===== src/hdl/pq16_pkg.sv =====
// ----------------------------------------------------------------------------
// pq16_pkg
// Shared types, palette constants and helpers for the 16-color quantizer.
// ----------------------------------------------------------------------------
package pq16_pkg;

    localparam int NUM_COLORS = 16;
    localparam int NUM_CHANS  = 3;
    localparam int SAMPLE_W   = 16;
    localparam int CHAN_W     = 8;
    localparam int PROD_W     = SAMPLE_W + CHAN_W;
    localparam int DOT_W      = 18;
    localparam int KEY_W      = 20;
    localparam int IDX_W      = 4;

    localparam logic [CHAN_W-1:0] CHAN_MAX = 8'd255;

    // bias that keeps the distance key non-negative: 2 * 3 * 255 * 255
    localparam int KEY_BIAS = 2 * NUM_CHANS * 255 * 255;

    // terminal palette, channel order red, green, blue
    localparam logic [CHAN_W-1:0] PALETTE [NUM_COLORS][NUM_CHANS] = '{
        '{8'd46,  8'd52,  8'd54 }, '{8'd204, 8'd0,   8'd0  },
        '{8'd78,  8'd154, 8'd6  }, '{8'd196, 8'd160, 8'd0  },
        '{8'd52,  8'd101, 8'd164}, '{8'd117, 8'd80,  8'd123},
        '{8'd6,   8'd152, 8'd154}, '{8'd211, 8'd215, 8'd207},
        '{8'd85,  8'd87,  8'd83 }, '{8'd239, 8'd41,  8'd41 },
        '{8'd138, 8'd226, 8'd52 }, '{8'd252, 8'd233, 8'd79 },
        '{8'd114, 8'd159, 8'd207}, '{8'd173, 8'd127, 8'd168},
        '{8'd52,  8'd226, 8'd226}, '{8'd238, 8'd238, 8'd236}
    };

    // one channel inside the divider pipeline
    typedef struct packed {
        logic [PROD_W-1:0] rem;
        logic [CHAN_W-1:0] quo;
        logic              sat;
    } t_div_lane;

    typedef t_div_lane [NUM_CHANS-1:0] t_div_pix;

    typedef logic [KEY_W-1:0] t_key;
    typedef t_key [NUM_COLORS-1:0] t_key_vec;

    // squared norm of a palette entry, evaluated at elaboration
    function automatic t_key pal_norm(input int idx);
        int r;
        int g;
        int b;
        r = int'(PALETTE[idx][0]);
        g = int'(PALETTE[idx][1]);
        b = int'(PALETTE[idx][2]);
        return KEY_W'(r * r + g * g + b * b);
    endfunction

endpackage


===== src/hdl/pq16_dist.sv =====
// ----------------------------------------------------------------------------
// pq16_dist
// Distance key per palette entry: |p|^2 - 2 * dot(pixel, p), biased positive.
// ----------------------------------------------------------------------------
module pq16_dist
    import pq16_pkg::*;
(
    input  logic     i_clk,
    input  logic     i_rst_n,
    input  logic     i_en,
    input  logic     i_valid,
    input  t_div_pix i_pix,
    output logic     o_valid,
    output t_key_vec o_keys
);

    logic              r_valid;
    t_key_vec          r_keys;
    t_key_vec          n_keys;
    logic [CHAN_W-1:0] chan [NUM_CHANS];
    logic [DOT_W-1:0]  dot;

    // saturate the quotient, then form one key per palette entry
    always_comb begin
        for (int l = 0; l < NUM_CHANS; l++) begin
            chan[l] = i_pix[l].sat ? CHAN_MAX : i_pix[l].quo;
        end
        dot = '0;
        for (int c = 0; c < NUM_COLORS; c++) begin
            dot = DOT_W'(chan[0]) * DOT_W'(PALETTE[c][0])
                + DOT_W'(chan[1]) * DOT_W'(PALETTE[c][1])
                + DOT_W'(chan[2]) * DOT_W'(PALETTE[c][2]);
            n_keys[c] = KEY_W'(KEY_BIAS) + pal_norm(c) - KEY_W'({dot, 1'b0});
        end
    end

    // stage valid
    always_ff @(posedge i_clk) begin
        if (!i_rst_n) begin
            r_valid <= 1'b0;
        end else if (i_en) begin
            r_valid <= i_valid;
        end
    end

    // stage payload
    always_ff @(posedge i_clk) begin
        if (i_en && i_valid) begin
            r_keys <= n_keys;
        end
    end

    assign o_valid = r_valid;
    assign o_keys  = r_keys;

endmodule


===== config.mk =====
export PLATFORM = sky130hd
export DESIGN_NAME = pq16_dist
export DESIGN_NICKNAME = d
export VERILOG_FILES = /design/src/hdl/pq16_pkg.sv /design/src/hdl/pq16_dist.sv
export SDC_FILE = /design/constraint.sdc
export NUM_CORES = 2
export LEC_CHECK = 0
export ABC_AREA = 1
export ABC_CLOCK_PERIOD_IN_PS = 9500
export CORE_UTILIZATION = 55
export CTS_CLUSTER_SIZE = 40
export DETAILED_ROUTE_END_ITERATION = 6
export DONT_BUFFER_PORTS = 1
export PLACE_DENSITY_LB_ADDON = 0.25
export SYNTH_ARGS = -nofsm -noshare
export SYNTH_HDL_FRONTEND = slang
export SYNTH_SLANG_ARGS = --single-unit

===== constraint.sdc =====
create_clock -name i_clk -period 9.5 [get_ports i_clk]
set_input_delay 0.95 -clock i_clk [delete_from_list [all_inputs] [get_ports i_clk]]
set_output_delay 0.95 -clock i_clk [all_outputs]
set_load 0.01 [all_outputs]

Yosys cells after proc, flatten, opt, wreduce, memory -nomap -nowiden
Cells that the tools add are included.

Flip-flop bits (word level): 321. Output and inout port bits: 321. Logic and storage cells: 108.

Add/sub/neg operators: 45. Multiply operators: 42. Muxes and demuxes: 3. Reduce and logical (&&, ||, !) cells: 1.

Operators by type and width (count): $mul A8 B7 Y15 const B (15); $sub A19 B19 Y20 const A (9); $mul A8 B6 Y14 const B (9); $mul A8 B8 Y16 const B (7); $add A17 B16 Y18 (6); $add A16 B16 Y17 (6); $sub A19 B18 Y20 const A (4); $mul A8 B5 Y13 const B (4); $add A16 B15 Y17 (3); $sub A19 B17 Y20 const A (2); $add A17 B14 Y18 (2); $mul A8 B4 Y12 const B (3); $add A15 B16 Y17 (2); $add A15 B15 Y16 (2); $mux W8 (3); $mul A8 B3 Y11 const B (2); $mul A8 B2 Y10 const B (2); $sub A20 B19 Y20 const A (1); $add A17 B11 Y18 (1); $add A17 B15 Y18 (1); $add A11 B16 Y17 (1); $add A14 B16 Y17 (1); $add A16 B14 Y17 (1); $add A14 B15 Y16 (1); 3 further kinds (3).

Logic depth before layout (Yosys ltp)
Depth in word-level cells: 5. Mapped depth: 43. Mapped depth without buffers: 42.

Worst setup path after synthesis
Ideal clock, no wire load.

Kind: input to register. Start: in i_pix[66] (netlist name). End: reg r_keys, in the netlist o_keys[258], data pin. Data arrival time: 8.857 ns. Required time: 9.248 ns. Setup slack: 0.390 ns. Cell stages on the path: 36. Buffers on the path: 1. Cells stage by stage: clkbuf_1 > nor2_1 > inv_1 > ha_1 > ha_1 > inv_1 > fa_1 > fa_1 > inv_1 > ha_1 > inv_1 > nor2_1 > nor2_1 > xor2_1 > inv_1 > ha_1 > inv_1 > fa_1 > fa_1 > inv_1 > fa_1 > inv_1 > fa_1 > inv_1 > ha_1 > nand2_1 > or2_1 > nand3_2 > xor2_1 > nor2_1 > nand2_1 > nand2_2 > nand2_1 > nand2_1 > nand2_1 > nand2_1.

RTL lines: start: declaration (RTL line pq16_dist.sv:12) `input t_div_pix i_pix,`; end signal: assignment (RTL line pq16_dist.sv:49) `r_keys <= n_keys;`; end: declaration (RTL line pq16_dist.sv:18) `t_key_vec r_keys;`.

==> key figures <==
Status
  – Status: finished, violations left
  – Failing checks: DRC

Floorplanning
  – DIE HEIGHT: 323 microns
  – Core Area: 102000 sq um
  – Die area: 104000 sq um
  – Rows: 117
  – Die X: 323 microns
  – Initial Util: 55.6%
  – I/O Pins: 424

Synthesis
  – Synth Area in Compound Gates: 6.09%
  – Yosys warnings: 0
  – Post-synth ARST share: 0%
  – Multiplexer share of the synthesized area: 0%
  – Sequential-to-total area share from yosys stat: 14.7%
  – Post-Synth XOR/XNOR Area: 7.44%
  – Syn avg cell area: 8.67 sq um
  – Mapped Cells: 6544
  – Main combinational cell family by area after synthesis: adder cells
  – Adder-Cell Fraction of Synth Area: 46.6%
  – Simple-gate share of the synthesized area: 13.9%
  – Post-synth cell types: 59
  – Post-Syn Area: 56700 sq um
  – Top_reg_cell synth: edfxtp_1
  – FF+latch count, synth: 279
  – Post-synth EDFFs: 278

Worst setup path
  – FF-to-FF End: o_valid
  – R2R Setup Slk: 8850 ps
  – Most used cell, CP: inv_1
  – R2R Path Start: o_valid
  – Capture point of the worst path: o_keys[258]
  – Arr. time, crit path: 8900 ps
  – CP Capture Type: flip-flop
  – Crit path max fanout: 10
  – Worst setup path category: in2reg
  – Slowest cell on crit path: fa_1
  – Worst setup path startpoint: i_pix[66]
  – Crit start category: input pin
  – R2R depth: 2
  – Required @ worst endpoint: 9890 ps
  – CP peak stage delay: 600 ps

Detailed routing
  – Vias: 44322
  – First-pass iteration count of the detailed router: 7
  – DRC Markers: 1
  – Total detailed-routing wirelength: 192 mm
  – Mean routed wirelength per cell: 23.7 microns
  – Antenna Nets Post-Route: 0
  – Vias per std cell: 5.47
  – DR iter-0 viols: 3927

STA
  – Period utilization: 89.6%
  – RSZ-0062 raised after global routing: no
  – Clk_skew: 0 ps
  – Tightest Pin Transition: 1160 ps
  – Setup TNS: 0 ps
  – Fin crit period: 8510 ps
  – Final slew viol count: 0
  – Count of final hold-check violations: 0
  – Min Hold Slack: 470 ps
  – Fmax: 118 MHz
  – Slew margin rel.: 22.2%
  – Final setup violation count: 0

Clocking
  – CTS H-tree lvls: 1
  – Cts bufs inserted: 30
  – CTS clock-pin slew for the worst setup and hold paths: 60 ps
  – CTS-repair resized insts: 0
  – Sink Count: 279
  – Worst skew pair latency: 630 ps
  – Setup bufs post-CTS: 0
  – CTS max path bufs: 3
  – Root cell of the clock tree: clkbuf_16
  – CTS hold repair buffers: 0
  – CTS tree: built

Placement
  – IO Port Bufs: 0
  – GPL Wtd Cong: 1.12
  – HPWL after DPL: 168 mm

Layout
  – Layout cells sized above 1: 4.58%
  – Commonest non-fill, non-tap cell in the layout: inv_1
  – Final net count: 8487
  – Commonest cells after routing, fill and taps aside: inv_1 (1582), nand2_1 (1094), ha_1 (953)
  – Area grow syn2layout: 6.27%

Global routing
  – Grt ovf: 0
  – First-pass GRT wire length: 281 mm
  – Vias in the first global route: 44097
  – GRT Util Overall: 37.4%
  – Largest net degree at the start of global routing: 79
  – Initial antenna violation count: 12

Flow run
  – Max Cap Viol: 0

Min path
  – Hold Path Class: in2reg
## how the worst min path moves through the flow
stage | from | to | slack, ps | depth (start not counted)
6_report | i_rst_n | o_valid | 470 | 1
5_1_grt | i_rst_n | o_valid | 450 | 1
4_1_cts | i_rst_n | o_valid | 440 | 1
3_5_place_dp | o_valid | o_valid | 520 | 2
3_3_place_gp | o_valid | o_valid | 500 | 2
2_1_floorplan | o_valid | o_valid | 490 | 2
## kinds of logic (layout without fill, tap and decap cells)
kind of cell / count (synthesis) / in the layout
fa+ha+maj: 1678 / 1678
buf+inv: 1655 / 1801
other cells: 2 / 44
xor+xnor: 460 / 460
simple gates: 1858 / 1858
flops: 279 / 279
compound gates: 612 / 612
## critical path, delay by kind of cell
| family | cells | cell delay, ps |
|---|---|---|
| buffers and inverters | 9 | 880 |
| adder cells (fa/ha/maj) | 11 | 5050 |
| AND/OR/NAND/NOR | 13 | 1580 |
| XOR/XNOR | 2 | 410 |
## per-stage QoR
| step | setup slack [ps] | std cells | cell area, sq um | util (%) |
|---|---|---|---|---|
| 2_1_floorplan | 390 | 6581 | 56900 | - |
| 3_3_place_gp | 482 | 8042 | 59300 | 58.1 |
| 3_5_place_dp | 513 | 8042 | 59300 | 58.1 |
| 4_1_cts | 1130 | 8095 | 60300 | 59.1 |
| 5_1_grt | 602 | 8097 | 60300 | 59.1 |
| 6_report | 990 | 8100 | 60300 | 59.1 |
## layout make-up
| cell class | count | area [sq um] |
|---|---|---|
| antenna | 5 | 12.5 |
| tap | 1368 | 1710 |
| multi-input combinational | 4647 | 42100 |
| clock inverter | 15 | 153 |
| timing repair buffer | 143 | 1070 |
| inverter | 1605 | 6030 |
| clock buffer | 38 | 812 |
| fill | 9232 | 41700 |
| sequential | 279 | 8370 |
## state kept, by name, summed over array words and instances (netlist names)
signal,flops
o_keys,278
o_valid,1
## layer usage
layer  part of all wire [%]  GRT usage [%]
met1                     41           49.4
met2                     43           56.9
met3                     10           9.87
met4                    6.0           18.0
met5                  0.058              0
## synthesized netlist by cell type, types with 25 or more instances
cell	instances	area [sq um]
inv_1	1584	5950
nand2_1	1094	4110
ha_1	953	11900
fa_1	725	14500
a21oi_1	332	1660
nor2_1	306	1150
xor2_1	281	2460
edfxtp_1	278	8350
nand3_1	278	1390
xnor2_1	156	1370
o21ai_0	109	546
nand4_1	46	288
buf_4	43	323
o21bai_1	37	278
nor3_1	35	175
nand3b_1	31	233
o21ai_1	25	125
Power is left out: the tool's default activity adds up to more than one toggle a clock period on the data nets, which glitch-free logic cannot reach.
