==> src/hdl/pq16_pkg.sv <==
// ----------------------------------------------------------------------------
// pq16_pkg
// Shared types, palette constants and helpers for the 16-color quantizer.
// ----------------------------------------------------------------------------
package pq16_pkg;

    localparam int NUM_COLORS = 16;
    localparam int NUM_CHANS  = 3;
    localparam int SAMPLE_W   = 16;
    localparam int CHAN_W     = 8;
    localparam int PROD_W     = SAMPLE_W + CHAN_W;
    localparam int DOT_W      = 18;
    localparam int KEY_W      = 20;
    localparam int IDX_W      = 4;

    localparam logic [CHAN_W-1:0] CHAN_MAX = 8'd255;

    // bias that keeps the distance key non-negative: 2 * 3 * 255 * 255
    localparam int KEY_BIAS = 2 * NUM_CHANS * 255 * 255;

    // terminal palette, channel order red, green, blue
    localparam logic [CHAN_W-1:0] PALETTE [NUM_COLORS][NUM_CHANS] = '{
        '{8'd46,  8'd52,  8'd54 }, '{8'd204, 8'd0,   8'd0  },
        '{8'd78,  8'd154, 8'd6  }, '{8'd196, 8'd160, 8'd0  },
        '{8'd52,  8'd101, 8'd164}, '{8'd117, 8'd80,  8'd123},
        '{8'd6,   8'd152, 8'd154}, '{8'd211, 8'd215, 8'd207},
        '{8'd85,  8'd87,  8'd83 }, '{8'd239, 8'd41,  8'd41 },
        '{8'd138, 8'd226, 8'd52 }, '{8'd252, 8'd233, 8'd79 },
        '{8'd114, 8'd159, 8'd207}, '{8'd173, 8'd127, 8'd168},
        '{8'd52,  8'd226, 8'd226}, '{8'd238, 8'd238, 8'd236}
    };

    // one channel inside the divider pipeline
    typedef struct packed {
        logic [PROD_W-1:0] rem;
        logic [CHAN_W-1:0] quo;
        logic              sat;
    } t_div_lane;

    typedef t_div_lane [NUM_CHANS-1:0] t_div_pix;

    typedef logic [KEY_W-1:0] t_key;
    typedef t_key [NUM_COLORS-1:0] t_key_vec;

    // squared norm of a palette entry, evaluated at elaboration
    function automatic t_key pal_norm(input int idx);
        int r;
        int g;
        int b;
        r = int'(PALETTE[idx][0]);
        g = int'(PALETTE[idx][1]);
        b = int'(PALETTE[idx][2]);
        return KEY_W'(r * r + g * g + b * b);
    endfunction

endpackage

==> src/hdl/pq16_argmin.sv <==
// ----------------------------------------------------------------------------
// pq16_argmin
// Two-stage minimum search over the 16 keys, lowest index wins on ties.
// ----------------------------------------------------------------------------
module pq16_argmin
    import pq16_pkg::*;
(
    input  logic             i_clk,
    input  logic             i_rst_n,
    input  logic [1:0]       i_en,
    input  logic             i_valid,
    input  t_key_vec         i_keys,
    output logic [1:0]       o_valid,
    output logic [IDX_W-1:0] o_color_index
);

    localparam int GROUPS = 4;
    localparam int GROUP_SIZE = NUM_COLORS / GROUPS;

    typedef struct packed {
        t_key             key;
        logic [IDX_W-1:0] idx;
    } t_cand;

    logic             r_valid_a;
    logic             r_valid_b;
    t_cand            r_grp [GROUPS];
    t_cand            n_grp [GROUPS];
    logic [IDX_W-1:0] r_idx;
    t_cand            n_best;

    // first stage: best of each group of four
    always_comb begin
        for (int g = 0; g < GROUPS; g++) begin
            n_grp[g].key = i_keys[g * GROUP_SIZE];
            n_grp[g].idx = IDX_W'(g * GROUP_SIZE);
            for (int j = 1; j < GROUP_SIZE; j++) begin
                if (i_keys[g * GROUP_SIZE + j] < n_grp[g].key) begin
                    n_grp[g].key = i_keys[g * GROUP_SIZE + j];
                    n_grp[g].idx = IDX_W'(g * GROUP_SIZE + j);
                end
            end
        end
    end

    // second stage: best of the group winners
    always_comb begin
        n_best = r_grp[0];
        for (int g = 1; g < GROUPS; g++) begin
            if (r_grp[g].key < n_best.key) begin
                n_best = r_grp[g];
            end
        end
    end

    // stage valids
    always_ff @(posedge i_clk) begin
        if (!i_rst_n) begin
            r_valid_a <= 1'b0;
            r_valid_b <= 1'b0;
        end else begin
            if (i_en[0]) begin
                r_valid_a <= i_valid;
            end
            if (i_en[1]) begin
                r_valid_b <= r_valid_a;
            end
        end
    end

    // stage payloads
    always_ff @(posedge i_clk) begin
        if (i_en[0] && i_valid) begin
            r_grp <= n_grp;
        end
        if (i_en[1] && r_valid_a) begin
            r_idx <= n_best.idx;
        end
    end

    assign o_valid       = {r_valid_b, r_valid_a};
    assign o_color_index = r_idx;

endmodule

==> config.mk <==
export PLATFORM = sky130hd
export DESIGN_NAME = pq16_argmin
export DESIGN_NICKNAME = d
export VERILOG_FILES = /design/src/hdl/pq16_pkg.sv /design/src/hdl/pq16_argmin.sv
export SDC_FILE = /design/constraint.sdc
export NUM_CORES = 1
export LEC_CHECK = 0
export BUFFER_PORTS_ARGS = -buffer_cell sky130_fd_sc_hd__buf_4
export CORE_MARGIN = 2
export CORE_UTILIZATION = 30
export CTS_BUF_LIST = sky130_fd_sc_hd__clkbuf_8
export CTS_CLUSTER_DIAMETER = 150
export DETAILED_ROUTE_END_ITERATION = 12
export GPL_TIMING_DRIVEN = 1
export RECOVER_POWER = 50
export SYNTH_ARGS = -nofsm -noshare
export SYNTH_HDL_FRONTEND = slang
export SYNTH_SLANG_ARGS = --single-unit
==> constraint.sdc <==
create_clock -name i_clk -period 18.6 [get_ports i_clk]
set_input_delay 1.86 -clock i_clk [delete_from_list [all_inputs] [get_ports i_clk]]
set_output_delay 1.86 -clock i_clk [all_outputs]
set_load 0.03 [all_outputs]
Word level (Yosys, flattened, before mapping)
Index checks and enable logic that the tools add are counted.
- $lt $le $gt $ge: 15
- muxes and demuxes: 15
- reduce and logical (&&, ||, !) cells: 6
- operators with widths (cell ; count):
    2-to-1 mux 24 bit ; 14
    < comparator 20 bit ; 15
    OR reduction 2 bit ; 4
    2-to-1 mux 4 bit ; 1
    logical AND 1 bit ; 2
- register bits: 102
- output and inout bits: 6

Longest topological paths before layout
- depth in word-level cells: 6
- gate-level depth with buffers: 35

Worst setup path after synthesis
OpenSTA, ideal clock, no wires.
- kind: input to register
- start point: input i_keys[5] (netlist name)
- end point: register r_grp[77] (netlist name), data pin
- setup time: 260 ps
- data arrival time: 8055 ps
- required time: 18340 ps
- slack: 10285 ps
- stages on the path: 33
- buffers on the path: 4
- path through: inv_1 -> ha_1 -> a21o_1 -> a21o_1 -> a221oi_1 -> o21ai_0 -> a41oi_1 -> clkbuf_1 -> buf_1 -> a21oi_1 -> ha_1 -> a21o_1 -> a21o_1 -> a21o_1 -> a21o_1 -> a211o_1 -> a21oi_1 -> o21ai_1 -> o21ai_1 -> buf_2 -> mux2i_1 -> inv_1 -> ha_1 -> a21o_1 -> a21o_1 -> a21oi_1 -> o21ai_0 -> nand3_1 -> a211oi_1 -> a2111oi_0 -> o21a_1 -> buf_2 -> mux2_2
- RTL lines (element ; RTL line ; source):
    start, declared ; pq16_argmin.sv:12 ; input t_key_vec i_keys,
    end signal, assigned ; pq16_argmin.sv:74 ; r_grp <= n_grp;
    end, declared ; pq16_argmin.sv:27 ; t_cand r_grp [GROUPS];

==> impl_metrics.yaml <==
pwr:
  p_seq_share_pct: 26.0
  p_switching_w: 0.000477
  p_per_area_mw_per_mm2: 68.8
  ir_worst_vdd_mv: 0.0385
  combinationalPowerShare_pct: 60.2
  p_int_w: 0.000651
  swShare_pct: 42.3
  p_leak_nw: 8.65
  p_clk_share_pct: 13.9
clocking:
  clk_latency_ns: 0.37
  cts-htree-levels: 3
  cts-buffers-inserted: 9
  clk_pin_slew_ns: 0.10
  cts.repair.resized: 0
  tritoncts: "yes"
  ctsHoldBuffers: 0
  post-cts-setup-buffers: 0
  clkSinkCount: 94
  cts_buffer_depth: 2
  root_buffer: "clkbuf_8"
yosys:
  post_synth_main_area_contributors: "ha_1 (27%), edfxtp_1 (21%), mux2i_1 (11%)"
  synth-edff-count: 92
  ys_seq_elements: 94
  syn-cell-area_mm2: 0.0131
  yosys_warnings: 0
  synth.distinct_cells: 64
  syn_nets: 2107
  ys_async_sr_fraction_pct: 0
  synth_cells: 1498
  synth.avg_cell_area_um2: 8.75
  ys.flop_type: "edfxtp_1"
  yosys.area.top_type: "ha_1"
  synth_top_area_share_pct: 27.1
  synth-seq-area-share_pct: 21.4
grt:
  grt.overflow.total: 0
  grt.total_usage_pct: 17.8
  grt_pass1_vias: 12200
  grt_pass1_wl_um: 63400
  antenna_found_initial: 1
  grt_max_degree: 48
floorplanning:
  dieArea_mm2: 0.0454
  dieHeight_um: 213
  core_mm2: 0.0431
  initial_core_util_pct: 30.4
  die_w_um: 213
  pin_count: 331
  rows: 76
critical_path:
  cp.required_ns: 18.74
  crit_path_end_kind: "flip-flop"
  start_kind: "input pin"
  crit_top_cell: "a21o_1"
  crit_type: "input pin to flip-flop"
  reg2reg_depth: 28
  reg2reg_slack_ns: 11.08
  crit_arrival_ns: 9.43
  r2r-end: "o_color_index[1]"
  critPathSlowestCell: "o21a_1"
  r2r_start: "r_grp[89]"
  cp_max_fo: 23
  cp_slowest_stage_delay_ns: 0.85
place:
  dp_slack_ns: 8.95
  globalplace.congestion: 0.920
  place.detailed.hpwl_um: 35500
  port-buffer-count: 330
timing:
  tightest_slew_ns: 2.87
  drv_slew: 92
  finClkSkew_ns: 0.0113
  fin_tns_setup_ns: 0
  fmax_mhz: 108
  hold_violations: 0
  maxSlewHeadroom_pct: -91.0
  fin_ws_ns: 9.31
  setup_violations: 0
  grt_setup_unrepaired: "false"
  final.period_utilization_pct: 49.9
  fin_crit_ns: 9.29
finish:
  final_cell_mix: "buf_4 (332), ha_1 (284), inv_1 (214)"
  fin_util_pct: 38.1
  drive_above_1_share_pct: 21.8
  multi_input_area_mm2: 0.00930
  area_delta_synth_final_pct: 25.1
  fillers: 4325
  nets: 2413
  regArea_mm2: 0.00280
  final_common_cell: "buf_4"
detailed_routing:
  postRouteWirelength_um: 40800
  avgViaCountPerCell: 4.95
  first_iter_violations: 488
  ant_nets: 0
  drc: 0
  wl_per_cell_um: 17.0
  dr.pass1.iters: 5
  num_vias: 11900
min_path:
  holdCritPathClass: "flip-flop to flip-flop"
  whs_path_depth: 2
  worstHoldStart: "r_valid_b"
  whs_endpoint: "r_valid_b"
run:
  max_cap_viol_count: 2
outcome:
  status: "complete, but fails checks"
  violations: "capacitance limit, slew limit"
[flip-flops by register name, indices dropped and copies added, names as in the netlist]
signal	cells
r_grp	88
r_valid_b	1
r_valid_a	1
o_color_index	4
[per-layer routing]
layer	part of all wire, %	track usage (%)	up-vias	wire [um]
met1	45	23.0	5477	18500
met5	0	0	-	0
li1	-	-	6103	-
met2	47	30.2	229	19300
met3	4.7	3.21	49	1930
met4	2.6	5.18	0	1040
[cells by family (layout without fill, tap and decap cells)]
kind of cell | count (synthesis) | count (layout) | synth area share (%)
adder cells (fa/ha/maj) | 284 | 284 | 27.1
AND/OR/NAND/NOR | 295 | 295 | 11.1
buffers and inverters | 260 | 571 | 7.92
AO/OA/AOI/OAI | 390 | 390 | 18.8
other | 0 | 2 | 0
multiplexers | 175 | 175 | 13.7
flip-flops | 94 | 94 | 21.4
[stage by stage]
step / hold WS [ns] / cell area [um2] / total power [W] / cells
finish: 0.590 / 16400 / 0.00113 / 2396
global route: 0.619 / 16400 / 0.00124 / 2395
CTS: 0.600 / 16400 / 0.00114 / 2394
detailed placement: 0.573 / 16200 / 0.000976 / 2378
global placement: 0.563 / 16200 / 0.000959 / 2378
floorplan: 0.525 / 13100 / 0.000761 / 1498
[layout make-up]
cell class | instances | share of cell area, %
clock inverter | 7 | 0.572
tap | 585 | 4.46
antenna | 2 | 0.0305
inverter | 214 | 4.90
clock buffer | 9 | 0.755
sequential | 94 | 17.1
timing repair buffer | 341 | 15.5
multi-input combinational | 1144 | 56.7
[power groups by stage]
stage / clock network, W / registers (W) / logic [W]
after floorplan: 0 / 0.000288 / 0.000473
after global placement: 0 / 0.000297 / 0.000662
after detailed placement: 0 / 0.000296 / 0.000680
after CTS: 0.000163 / 0.000292 / 0.000685
after global routing: 0.000171 / 0.000296 / 0.000776
final: 0.000156 / 0.000293 / 0.000678
[Yosys cell counts, types with 3 or more instances]
cell type    n
o21a_1      11
nor3_1      11
mux2_2      31
nor2b_1     17
nor2_1      78
clkbuf_1    20
a211oi_1     8
buf_1        3
inv_1      214
buf_2       14
a2111oi_0    4
a31oi_1      4
o21ai_1     14
a21o_1      85
nor4_1       7
buf_6        3
nand4_1     46
o31ai_1     19
or4_1        5
nand2b_1    17
a221oi_1     6
o211ai_1    13
a211o_1      4
buf_4        6
ha_1       284
and3_1       9
edfxtp_1    92
nand3_1     11
mux2i_1    144
a21oi_1    121
o21ai_0     78
and2_1       3
nand2_1     77
[worst max-delay path by stage]
stage	startpoint	to	slack, ns
after floorplan	i_keys[5]	r_grp[77]	10.29
after global placement	i_keys[82]	r_grp[67]	9.23
after detailed placement	i_keys[5]	r_grp[82]	8.95
after CTS	i_keys[5]	r_grp[82]	9.32
after global routing	i_keys[5]	r_grp[86]	8.69
final	i_keys[5]	r_grp[87]	9.31
[worst max-delay path: cells and delay by family]
family,cells,cell delay [ns]
AO/OA/AOI/OAI,21,4.89
adder cells (fa/ha/maj),3,0.87
buffers and inverters,5,0.88
multiplexers,2,0.75
AND/OR/NAND/NOR,2,0.16
(Power assumes the default switching activity.)
