==> src/hdl/pq16_pkg.sv <==
// ----------------------------------------------------------------------------
// pq16_pkg
// Shared types, palette constants and helpers for the 16-color quantizer.
// ----------------------------------------------------------------------------
package pq16_pkg;

    localparam int NUM_COLORS = 16;
    localparam int NUM_CHANS  = 3;
    localparam int SAMPLE_W   = 16;
    localparam int CHAN_W     = 8;
    localparam int PROD_W     = SAMPLE_W + CHAN_W;
    localparam int DOT_W      = 18;
    localparam int KEY_W      = 20;
    localparam int IDX_W      = 4;

    localparam logic [CHAN_W-1:0] CHAN_MAX = 8'd255;

    // bias that keeps the distance key non-negative: 2 * 3 * 255 * 255
    localparam int KEY_BIAS = 2 * NUM_CHANS * 255 * 255;

    // terminal palette, channel order red, green, blue
    localparam logic [CHAN_W-1:0] PALETTE [NUM_COLORS][NUM_CHANS] = '{
        '{8'd46,  8'd52,  8'd54 }, '{8'd204, 8'd0,   8'd0  },
        '{8'd78,  8'd154, 8'd6  }, '{8'd196, 8'd160, 8'd0  },
        '{8'd52,  8'd101, 8'd164}, '{8'd117, 8'd80,  8'd123},
        '{8'd6,   8'd152, 8'd154}, '{8'd211, 8'd215, 8'd207},
        '{8'd85,  8'd87,  8'd83 }, '{8'd239, 8'd41,  8'd41 },
        '{8'd138, 8'd226, 8'd52 }, '{8'd252, 8'd233, 8'd79 },
        '{8'd114, 8'd159, 8'd207}, '{8'd173, 8'd127, 8'd168},
        '{8'd52,  8'd226, 8'd226}, '{8'd238, 8'd238, 8'd236}
    };

    // one channel inside the divider pipeline
    typedef struct packed {
        logic [PROD_W-1:0] rem;
        logic [CHAN_W-1:0] quo;
        logic              sat;
    } t_div_lane;

    typedef t_div_lane [NUM_CHANS-1:0] t_div_pix;

    typedef logic [KEY_W-1:0] t_key;
    typedef t_key [NUM_COLORS-1:0] t_key_vec;

    // squared norm of a palette entry, evaluated at elaboration
    function automatic t_key pal_norm(input int idx);
        int r;
        int g;
        int b;
        r = int'(PALETTE[idx][0]);
        g = int'(PALETTE[idx][1]);
        b = int'(PALETTE[idx][2]);
        return KEY_W'(r * r + g * g + b * b);
    endfunction

endpackage

==> src/hdl/pq16_div_step.sv <==
// ----------------------------------------------------------------------------
// pq16_div_step
// One restoring-division stage: resolves one quotient bit on all channels.
// ----------------------------------------------------------------------------
module pq16_div_step
    import pq16_pkg::*;
#(
    parameter int BIT = 7
) (
    input  logic                i_clk,
    input  logic                i_rst_n,
    input  logic                i_en,
    input  logic                i_valid,
    input  t_div_pix            i_pix,
    input  logic [SAMPLE_W-1:0] i_divisor,
    output logic                o_valid,
    output t_div_pix            o_pix
);

    logic        r_valid;
    t_div_pix    r_pix;
    t_div_pix    n_pix;
    logic [PROD_W-1:0] shifted;

    // compare and subtract the shifted divisor on each channel
    always_comb begin
        shifted = {{CHAN_W{1'b0}}, i_divisor} << BIT;
        for (int l = 0; l < NUM_CHANS; l++) begin
            n_pix[l] = i_pix[l];
            if (i_pix[l].rem >= shifted) begin
                n_pix[l].rem      = i_pix[l].rem - shifted;
                n_pix[l].quo[BIT] = 1'b1;
            end
        end
    end

    // stage valid
    always_ff @(posedge i_clk) begin
        if (!i_rst_n) begin
            r_valid <= 1'b0;
        end else if (i_en) begin
            r_valid <= i_valid;
        end
    end

    // stage payload
    always_ff @(posedge i_clk) begin
        if (i_en && i_valid) begin
            r_pix <= n_pix;
        end
    end

    assign o_valid = r_valid;
    assign o_pix   = r_pix;

endmodule

==> config.mk <==
export PLATFORM = sky130hd
export DESIGN_NAME = pq16_div_step
export DESIGN_NICKNAME = d
export VERILOG_FILES = /design/src/hdl/pq16_pkg.sv /design/src/hdl/pq16_div_step.sv
export SDC_FILE = /design/constraint.sdc
export NUM_CORES = 1
export LEC_CHECK = 0
export BUFFER_PORTS_ARGS = -buffer_cell sky130_fd_sc_hd__buf_4
export CAP_MARGIN = 25
export CELL_PAD_IN_SITES_DETAIL_PLACEMENT = 0
export CELL_PAD_IN_SITES_GLOBAL_PLACEMENT = 1
export CORE_MARGIN = 5
export CORE_UTILIZATION = 43
export CTS_BUF_LIST = sky130_fd_sc_hd__clkbuf_8
export CTS_CLUSTER_SIZE = 8
export DETAILED_ROUTE_END_ITERATION = 6
export HOLD_SLACK_MARGIN = 0.1
export PLACE_DENSITY = 0.95
export SLEW_MARGIN = 20
export SYNTH_ARGS = -nofsm -noshare
export SYNTH_HDL_FRONTEND = slang
export SYNTH_SLANG_ARGS = --single-unit
==> constraint.sdc <==
create_clock -name i_clk -period 7.8 [get_ports i_clk]
set_input_delay 1.56 -clock i_clk [delete_from_list [all_inputs] [get_ports i_clk]]
set_output_delay 1.56 -clock i_clk [all_outputs]
set_load 0.02 [all_outputs]
Word level (Yosys, flattened, before mapping)
Index checks and enable logic that the tools add are counted.

Mux-type cells: 3. Reduce and logical (&&, ||, !) cells: 1. Order comparisons: 3. $add $sub $neg: 3.

Operators by type and width (number): $mux 25 (3); $ge 24x23->1 (3); $sub 24x23->24 (3); $logic_and 1x1->1 (1).

Bits in registers: 100. Logic and storage cells: 23. Output and inout port bits: 100. Bits of input ports: 119.

Depth between registers and ports, before layout
Gate-level depths: netlist (run 1).

Depth after elaboration: 2. Depth in mapped cells: 12. Gate-level depth less buffers: 10.

Worst setup path after synthesis (run 1)
No wires, ideal clock.

Path type: input -> register. From: in i_valid. To: reg r_pix, in the netlist o_pix[0] (enable). Library setup time: 469 ps. Slack: 3468 ps. Required time: 7331 ps. Arrival: 3863 ps. Buffers on the path: 0. Stages on the path: 1. Path through: and2_1.

Word-level cells in the longest chain between the ends: 1.

Ends and longest elaborated chain: from (decl) (RTL line pq16_div_step.sv:13) `input logic i_valid,`; $logic_and 1x1->1 (RTL line pq16_div_step.sv:48) `if (i_en && i_valid) begin`; to (signal assigned) (RTL line pq16_div_step.sv:49) `r_pix <= n_pix;`; to (decl) (RTL line pq16_div_step.sv:21) `t_div_pix r_pix;`.

Every way passes these cells. A chain may end at the register's enable or synchronous reset.

==> qor.yml, run 1 <==
status:
  run_status: "finished clean"
timing:
  finalHoldWorstSlack_ns: 0.598
  finalHoldViolations: 0
  post_route_setup_tns_ns: 0
  rsz0062_at_grt: "no"
  final_max_slew_viol_count: 0
  post-route-min-period_ns: 3.93
  layout_setup_ws_ns: 3.87
  worst_slew_pin_slew_ns: 0.857
  skew_ns: 0
  crit_share_post_route: 0.503
  setup-violations-final: 0
  max_clock_freq_mhz: 255
  worst_relative_slew_slack: 0.428
setup_path:
  worstPathRequired_ns: 7.95
  worstRegToRegCells: 2
  critical_path_fanouts_max: 29
  timing.critical_path.from: "i_divisor[10]"
  critPathCaptureType: "flop"
  cp_data_arrival_time_ns: 4.07
  path_depth: 8
  worstReg2RegStart: "o_valid$_SDFFE_PN0P_"
  criticalPathCategory: "primary input to flop"
  critical_path.max_stage_delay_ns: 0.70
  worstSetupStartpointType: "primary input"
  r2r_end: "o_valid$_SDFFE_PN0P_"
  crit_path_cell_trace: "buf_4 > inv_1 > ha_1 > a21oi_1 > o21ai_0 > nor3_1 > a21o_1 > mux2_2"
  critPathSlowestCell: "sky130_fd_sc_hd__a21o_1"
  crit_buf_inv: 2
  worst-r2r-setup-slack_ns: 7.11
  cp_top_family: "compound AO/OA/AOI/OAI gates"
  crit_path_end: "o_pix[90]$_DFFE_PP_"
global_routing:
  grt_start_max_net_pins: 57
  grtUsageTotal: 0.203
  initial_antenna_violation_count: 0
  vias_in_the_first_global_route: 5315
  wire_length_of_the_first_global_routing_pass_um: 26700
  globalRouteOverflowTotal: 0
placement:
  place_worst_setup_slack_ns: 3.37
  dpl.cell_count: 974
  dp_hpwl_um: 14600
  placed_cell_area_mm2: 0.00805
  place.port_buffers: 218
  final_estimated_routing_congestion_in_global_placement: 0.870
detailed_routing:
  detailroute.via_count: 5423
  drtPass1Iterations: 5
  drc: 0
  routedWlPerCell_um: 18.3
  detail_route.wirelength_um: 18100
  avgViaCountPerCell: 5.48
  initialDrtViolationCount: 357
  final_antenna_net_count: 0
power:
  p_total_mw: 1.51
  ir_drop_worst_vdd_mv: 0.0728
  static-leakage-power_nw: 3.51
  cellPowerDensity_mw_per_mm2: 183
layout:
  post-route-util: 0.573
  insertedDiodeCount: 0
  final-instance-count-excl-fill: 990
  layout.cell_area.non_filler_mm2: 0.00827
  drive_gt1_frac: 0.318
  design.final.nets: 971
  synth_to_layout_area_growth_pct: 31.8
  final.fill_count: 1227
yosys:
  proportion_of_netlist_area_held_by_the_largest_area_contributor: 0.474
  synth_area_leaders: "sky130_fd_sc_hd__edfxtp_1 (47%), sky130_fd_sc_hd__ha_1 (9.6%), sky130_fd_sc_hd__nand2_1 (4.3%)"
  netlist.top_cell.by_area: "sky130_fd_sc_hd__edfxtp_1"
  avgSynthCellArea_um2: 10.7
  netlist_instances: 587
  number_of_synthesized_flops_with_an_enable_pin: 99
  asr_flop_ratio_synth: 0
  yosys_register_bits: 100
  synth_cell_type_count: 66
  postSynthNetCount: 757
  ys.flop_type: "sky130_fd_sc_hd__edfxtp_1"
  synth_area_mm2: 0.00627
  yosys_warnings: 0
  post-synth-top-count-cell: "sky130_fd_sc_hd__edfxtp_1"
  synth_common_cells: "sky130_fd_sc_hd__edfxtp_1 (99), sky130_fd_sc_hd__nand2_1 (72), sky130_fd_sc_hd__ha_1 (48), sky130_fd_sc_hd__o21ai_0 (48), sky130_fd_sc_hd__a21oi_1 (39)"
  synth_seq_area_share: 0.477
floorplan:
  design.portCount: 219
  core_mm2: 0.0144
  placement_rows: 44
  die-area_mm2: 0.0171
  die_y_um: 131
  fp.dieW_um: 131
  initial_utilization: 0.435
cts:
  cts_buffer_depth: 2
  cts.reportedPaths.clkPinSlew_ns: 0.11
  tritoncts.num_buffers: 9
  cts-htree-levels: 3
  ctsHoldBuffers: 0
  clock-sinks: 100
  post-cts-setup-buffers: 0
  tritoncts: "yes"
  clock_insertion_delay_worst_skew_ns: 0.38
  root_buffer: "sky130_fd_sc_hd__clkbuf_8"
  post_cts.resized_instances: 0
hold_path:
  worstHoldPathType: "flop to flop"
run:
  maxCapViolCount: 0
state kept, by name, indices dropped and copies added, names as in the netlist:
name	flops
o_valid	1
o_pix	99
layout make-up:
type                            instances  area (um2)  share of cell area
Clock inverter                          7        82.6             0.00999
Tap cell                              184         230              0.0278
Clock buffer                            9         124              0.0150
Inverter                               26        97.6              0.0118
Multi-Input combinational cell        444        3090               0.374
Timing Repair Buffer                  220        1650               0.200
Sequential cell                       100        2990               0.362
cell families (layout without fill, tap and decap cells):
group                    after synthesis  after routing  synth area share
flip-flops                           100            100             0.477
XOR/XNOR                              34             34            0.0475
AO/OA/AOI/OAI                        191            191             0.201
buffers and inverters                 43            262            0.0319
multiplexers                           7              7            0.0122
adder cells (fa/ha/maj)               51             51             0.105
AND/OR/NAND/NOR                      161            161             0.124
routing by layer:
layer | up-vias | global-route usage | wire (um) | part of all wire
met3 | 36 | 0.0346 | 1400 | 0.077
li1 | 2649 | - | - | -
met2 | 230 | 0.353 | 8850 | 0.49
met1 | 2508 | 0.249 | 7260 | 0.40
met5 | - | 0 | 0 | 0
met4 | 0 | 0.0865 | 587 | 0.032
where the power goes:
group          total [mW]  internal (mW)  switching, mW  leakage [nW]
registers           0.670          0.655         0.0150         0.933
clock network       0.360          0.154          0.206         0.104
logic               0.480          0.209          0.271          2.48
tightest hold or removal path, stage by stage, from the launching register on:
cell and delay (ns):
sky130_fd_sc_hd__dfxtp_1 0.34, sky130_fd_sc_hd__nor2b_1 0.13, sky130_fd_sc_hd__o21a_1 0.11
how the worst min path moves through the flow:
stage | start | endpoint | slack (ns) | depth (start not counted)
after floorplan | o_valid$_SDFFE_PN0P_ | o_valid$_SDFFE_PN0P_ | 0.69 | 2
after global placement | o_valid$_SDFFE_PN0P_ | o_valid$_SDFFE_PN0P_ | 0.56 | 2
after detailed placement | o_valid$_SDFFE_PN0P_ | o_valid$_SDFFE_PN0P_ | 0.57 | 2
after CTS | o_valid$_SDFFE_PN0P_ | o_valid$_SDFFE_PN0P_ | 0.60 | 2
after global routing | o_valid$_SDFFE_PN0P_ | o_valid$_SDFFE_PN0P_ | 0.66 | 2
final | o_valid$_SDFFE_PN0P_ | o_valid$_SDFFE_PN0P_ | 0.60 | 2
placed cells by master, fill, tap and decap left out, types with 4 or more instances in the layout:
| cell | instances |
|---|---|
| sky130_fd_sc_hd__a211oi_1 | 6 |
| sky130_fd_sc_hd__a21o_1 | 20 |
| sky130_fd_sc_hd__a21oi_1 | 39 |
| sky130_fd_sc_hd__a31oi_1 | 4 |
| sky130_fd_sc_hd__buf_4 | 220 |
| sky130_fd_sc_hd__clkbuf_8 | 9 |
| sky130_fd_sc_hd__edfxtp_1 | 99 |
| sky130_fd_sc_hd__ha_1 | 48 |
| sky130_fd_sc_hd__inv_1 | 26 |
| sky130_fd_sc_hd__mux2_2 | 5 |
| sky130_fd_sc_hd__nand2_1 | 72 |
| sky130_fd_sc_hd__nand2b_1 | 12 |
| sky130_fd_sc_hd__nand3_1 | 10 |
| sky130_fd_sc_hd__nand4_1 | 6 |
| sky130_fd_sc_hd__nor2_1 | 21 |
| sky130_fd_sc_hd__nor2b_1 | 8 |
| sky130_fd_sc_hd__nor3_1 | 11 |
| sky130_fd_sc_hd__o21a_1 | 14 |
| sky130_fd_sc_hd__o21ai_0 | 48 |
| sky130_fd_sc_hd__o21ai_1 | 10 |
| sky130_fd_sc_hd__o21bai_1 | 5 |
| sky130_fd_sc_hd__o31ai_1 | 11 |
| sky130_fd_sc_hd__xnor2_1 | 15 |
| sky130_fd_sc_hd__xor2_1 | 19 |
Power figures use the tool's default switching activity.
==> inputs of run 2 (changes only) <==
--- a/config.mk
+++ b/config.mk
@@ -10,12 +10,12 @@
 export CELL_PAD_IN_SITES_DETAIL_PLACEMENT = 0
 export CELL_PAD_IN_SITES_GLOBAL_PLACEMENT = 1
 export CORE_MARGIN = 5
-export CORE_UTILIZATION = 43
+export CORE_UTILIZATION = 36
 export CTS_BUF_LIST = sky130_fd_sc_hd__clkbuf_8
 export CTS_CLUSTER_SIZE = 8
 export DETAILED_ROUTE_END_ITERATION = 6
 export HOLD_SLACK_MARGIN = 0.1
-export PLACE_DENSITY = 0.95
+export PLACE_DENSITY = 0.86
 export SLEW_MARGIN = 20
 export SYNTH_ARGS = -nofsm -noshare
 export SYNTH_HDL_FRONTEND = slang
==> constraint.sdc (replaced) <==
create_clock -name i_clk -period 3.1 [get_ports i_clk]
set_input_delay 0.62 -clock i_clk [delete_from_list [all_inputs] [get_ports i_clk]]
set_output_delay 0.62 -clock i_clk [all_outputs]
set_load 0.02 [all_outputs]
==> run 2 against run 1 <==
Effect of this change:
- sequential power grew to 2.5 times the previous value
- register-to-register slack worse by 4.7 ns
- sequential share of layout area fell by 0.96 points
- cell count up 6.6%
- routed wire length increased by 0.35%
- final area increased by 2.7%
- critical path depth increased by 2
- die area rose by 18%
- combinational power grew to 2.6 times the previous value
- critical path type unchanged
- critical endpoint is now o_pix[32]$_DFFE_PP_
==> qor.yml, run 2 (same netlist as run 1, synthesis figures left out) <==
status:
  run_status: "finished clean"  # unchanged
placement:
  dpl.cell_count: 1039  # was 974
  final_estimated_routing_congestion_in_global_placement: 0.907  # was 0.870
  dp_hpwl_um: 14900  # was 14600 um
  place.port_buffers: 218  # unchanged
setup_path:
  worstPathRequired_ns: 3.24  # was 7.95 ns
  worstSetupStartpointType: "primary input"  # unchanged
  cp_data_arrival_time_ns: 2.79  # was 4.07 ns
  critical_path_fanouts_max: 3  # was 29
  criticalPathCategory: "primary input to flop"  # unchanged
  critPathCaptureType: "flop"  # unchanged
cts:
  tritoncts.num_buffers: 9  # unchanged
  clock-sinks: 100  # unchanged
  post-cts-setup-buffers: 0  # unchanged
  root_buffer: "sky130_fd_sc_hd__clkbuf_8"  # unchanged
  cts-htree-levels: 3  # unchanged
  post_cts.resized_instances: 0  # unchanged
  cts_buffer_depth: 2  # unchanged
  ctsHoldBuffers: 0  # unchanged
  cts.reportedPaths.clkPinSlew_ns: 0.11  # about the same
  clock_insertion_delay_worst_skew_ns: 0.39  # was 0.38 ns
  tritoncts: "yes"  # unchanged
floorplan:
  placement_rows: 48  # was 44
  core_mm2: 0.0172  # was 0.0144 mm2
  die-area_mm2: 0.0202  # was 0.0171 mm2
  initial_utilization: 0.365  # was 0.435
  fp.dieW_um: 142  # was 131 um
  die_y_um: 142  # was 131 um
  design.portCount: 219  # unchanged
layout:
  seq_area_mm2: 0.00299  # unchanged
  design.final.nets: 995  # was 971
  largest_register_ff_count: 99  # unchanged
  post-route-util: 0.494  # was 0.573
  final-instance-count-excl-fill: 1055  # was 990
  mostFrequentLayoutCell: "sky130_fd_sc_hd__buf_4"  # unchanged
  insertedDiodeCount: 0  # unchanged
  final.fill_count: 1617  # was 1227
  area_of_combinational_cells_with_multiple_inputs_mm2: 0.00308  # was 0.00309 mm2
  drive_gt1_frac: 0.336  # was 0.318
  layout.cells.most_common_list: "sky130_fd_sc_hd__buf_4 (242), sky130_fd_sc_hd__edfxtp_1 (99), sky130_fd_sc_hd__nand2_1 (72)"  # was sky130_fd_sc_hd__buf_4 (220), sky130_fd_sc_hd__edfxtp_1 (99), sky130_fd_sc_hd__nand2_1 (72)
  synth_to_layout_area_growth_pct: 35.4  # was 31.8%
timing:
  worst_relative_slew_slack: 0.628  # was 0.428
  skew_ns: 0  # unchanged
  final_max_slew_viol_count: 0  # unchanged
  crit_share_post_route: 0.855
  rsz0062_at_grt: "no"  # unchanged
  finalHoldViolations: 0  # unchanged
  post_route_setup_tns_ns: 0  # unchanged
  worst_slew_pin_slew_ns: 0.558  # was 0.857 ns
  finalHoldWorstSlack_ns: 0.393  # was 0.598 ns
  setup-violations-final: 0  # unchanged
  post-route-min-period_ns: 2.65
  max_clock_freq_mhz: 377
run:
  maxCapViolCount: 0  # unchanged
global_routing:
  grtUsageTotal: 0.174  # was 0.203
  initial_antenna_violation_count: 0  # unchanged
  globalRouteOverflowTotal: 0  # unchanged
  vias_in_the_first_global_route: 5260  # was 5315
  wire_length_of_the_first_global_routing_pass_um: 27500  # was 26700 um
  grt_start_max_net_pins: 63  # was 57
detailed_routing:
  initialDrtViolationCount: 352  # was 357
  detailroute.via_count: 5338  # was 5423
  routedWlPerCell_um: 17.2  # was 18.3 um
  drtPass1Iterations: 4  # was 5
  avgViaCountPerCell: 5.06  # was 5.48
  drc: 0  # unchanged
  detail_route.wirelength_um: 18200  # was 18100 um
  final_antenna_net_count: 0  # unchanged
power:
  static-leakage-power_nw: 3.63  # was 3.51 nW
  cellPowerDensity_mw_per_mm2: 442  # was 183 mW/mm2
  p_total_mw: 3.76  # was 1.51 mW
  ir_drop_worst_vdd_mv: 0.198  # was 0.0728 mV
hold_path:
  worstHoldPathType: "primary input to flop"  # was flop to flop
-- run 2: worst paths after layout --
| kind | startpoint | to | slack [ns] | depth (start not counted) |
|---|---|---|---|---|
| worst max-delay path | i_divisor[0] | o_pix[32]$_DFFE_PP_ | 0.45 | 10 |
| worst min-delay path | i_pix[71] | o_pix[71]$_DFFE_PP_ | 0.39 | 1 |
| worst max register to register | o_valid$_SDFFE_PN0P_ | o_valid$_SDFFE_PN0P_ | 2.41 | 2 |
| worst min register to register | o_valid$_SDFFE_PN0P_ | o_valid$_SDFFE_PN0P_ | 0.60 | 2 |
-- run 2: area by class of cell --
class,instances,share of cell area
flip-flops and latches,100,0.352
clock inverters,7,0.00692
clock buffers,9,0.0146
multi-input cells,444,0.363
well taps,225,0.0331
repair buffers,244,0.219
inverters,26,0.0115
-- run 2: metal layers --
| layer | track usage | routed length [um] |
|---|---|---|
| met1 | 0.222 | 7860 |
| met2 | 0.293 | 8550 |
| met3 | 0.0464 | 1430 |
| met4 | 0.0470 | 320 |
| met5 | 0 | 0 |
-- run 2: worst max-delay path, cell delays in order --
cell and delay (ns):
sky130_fd_sc_hd__buf_4 0.13, sky130_fd_sc_hd__ha_1 0.22, sky130_fd_sc_hd__fa_1 0.40, sky130_fd_sc_hd__nand2b_1 0.18, sky130_fd_sc_hd__a21oi_1 0.26, sky130_fd_sc_hd__nor4_2 0.07
sky130_fd_sc_hd__or2_2 0.33, sky130_fd_sc_hd__o21ai_1 0.26, sky130_fd_sc_hd__a311oi_2 0.14, sky130_fd_sc_hd__xor2_1 0.16
-- run 2: per-stage QoR --
step                      instance area [um2]  worst slack [ns]
final                                    8490             0.449
after global routing                     8490             0.247
after CTS                                8490             0.501
after detailed placement                 8310            0.0714
after global placement                   8310             0.115
after floorplan                          6270             0.349
-- run 2: power breakdown --
group          internal (mW)  switching [mW]
registers               1.65          0.0331
logic                  0.565           0.687
clock network          0.307           0.518
total                   2.52            1.24
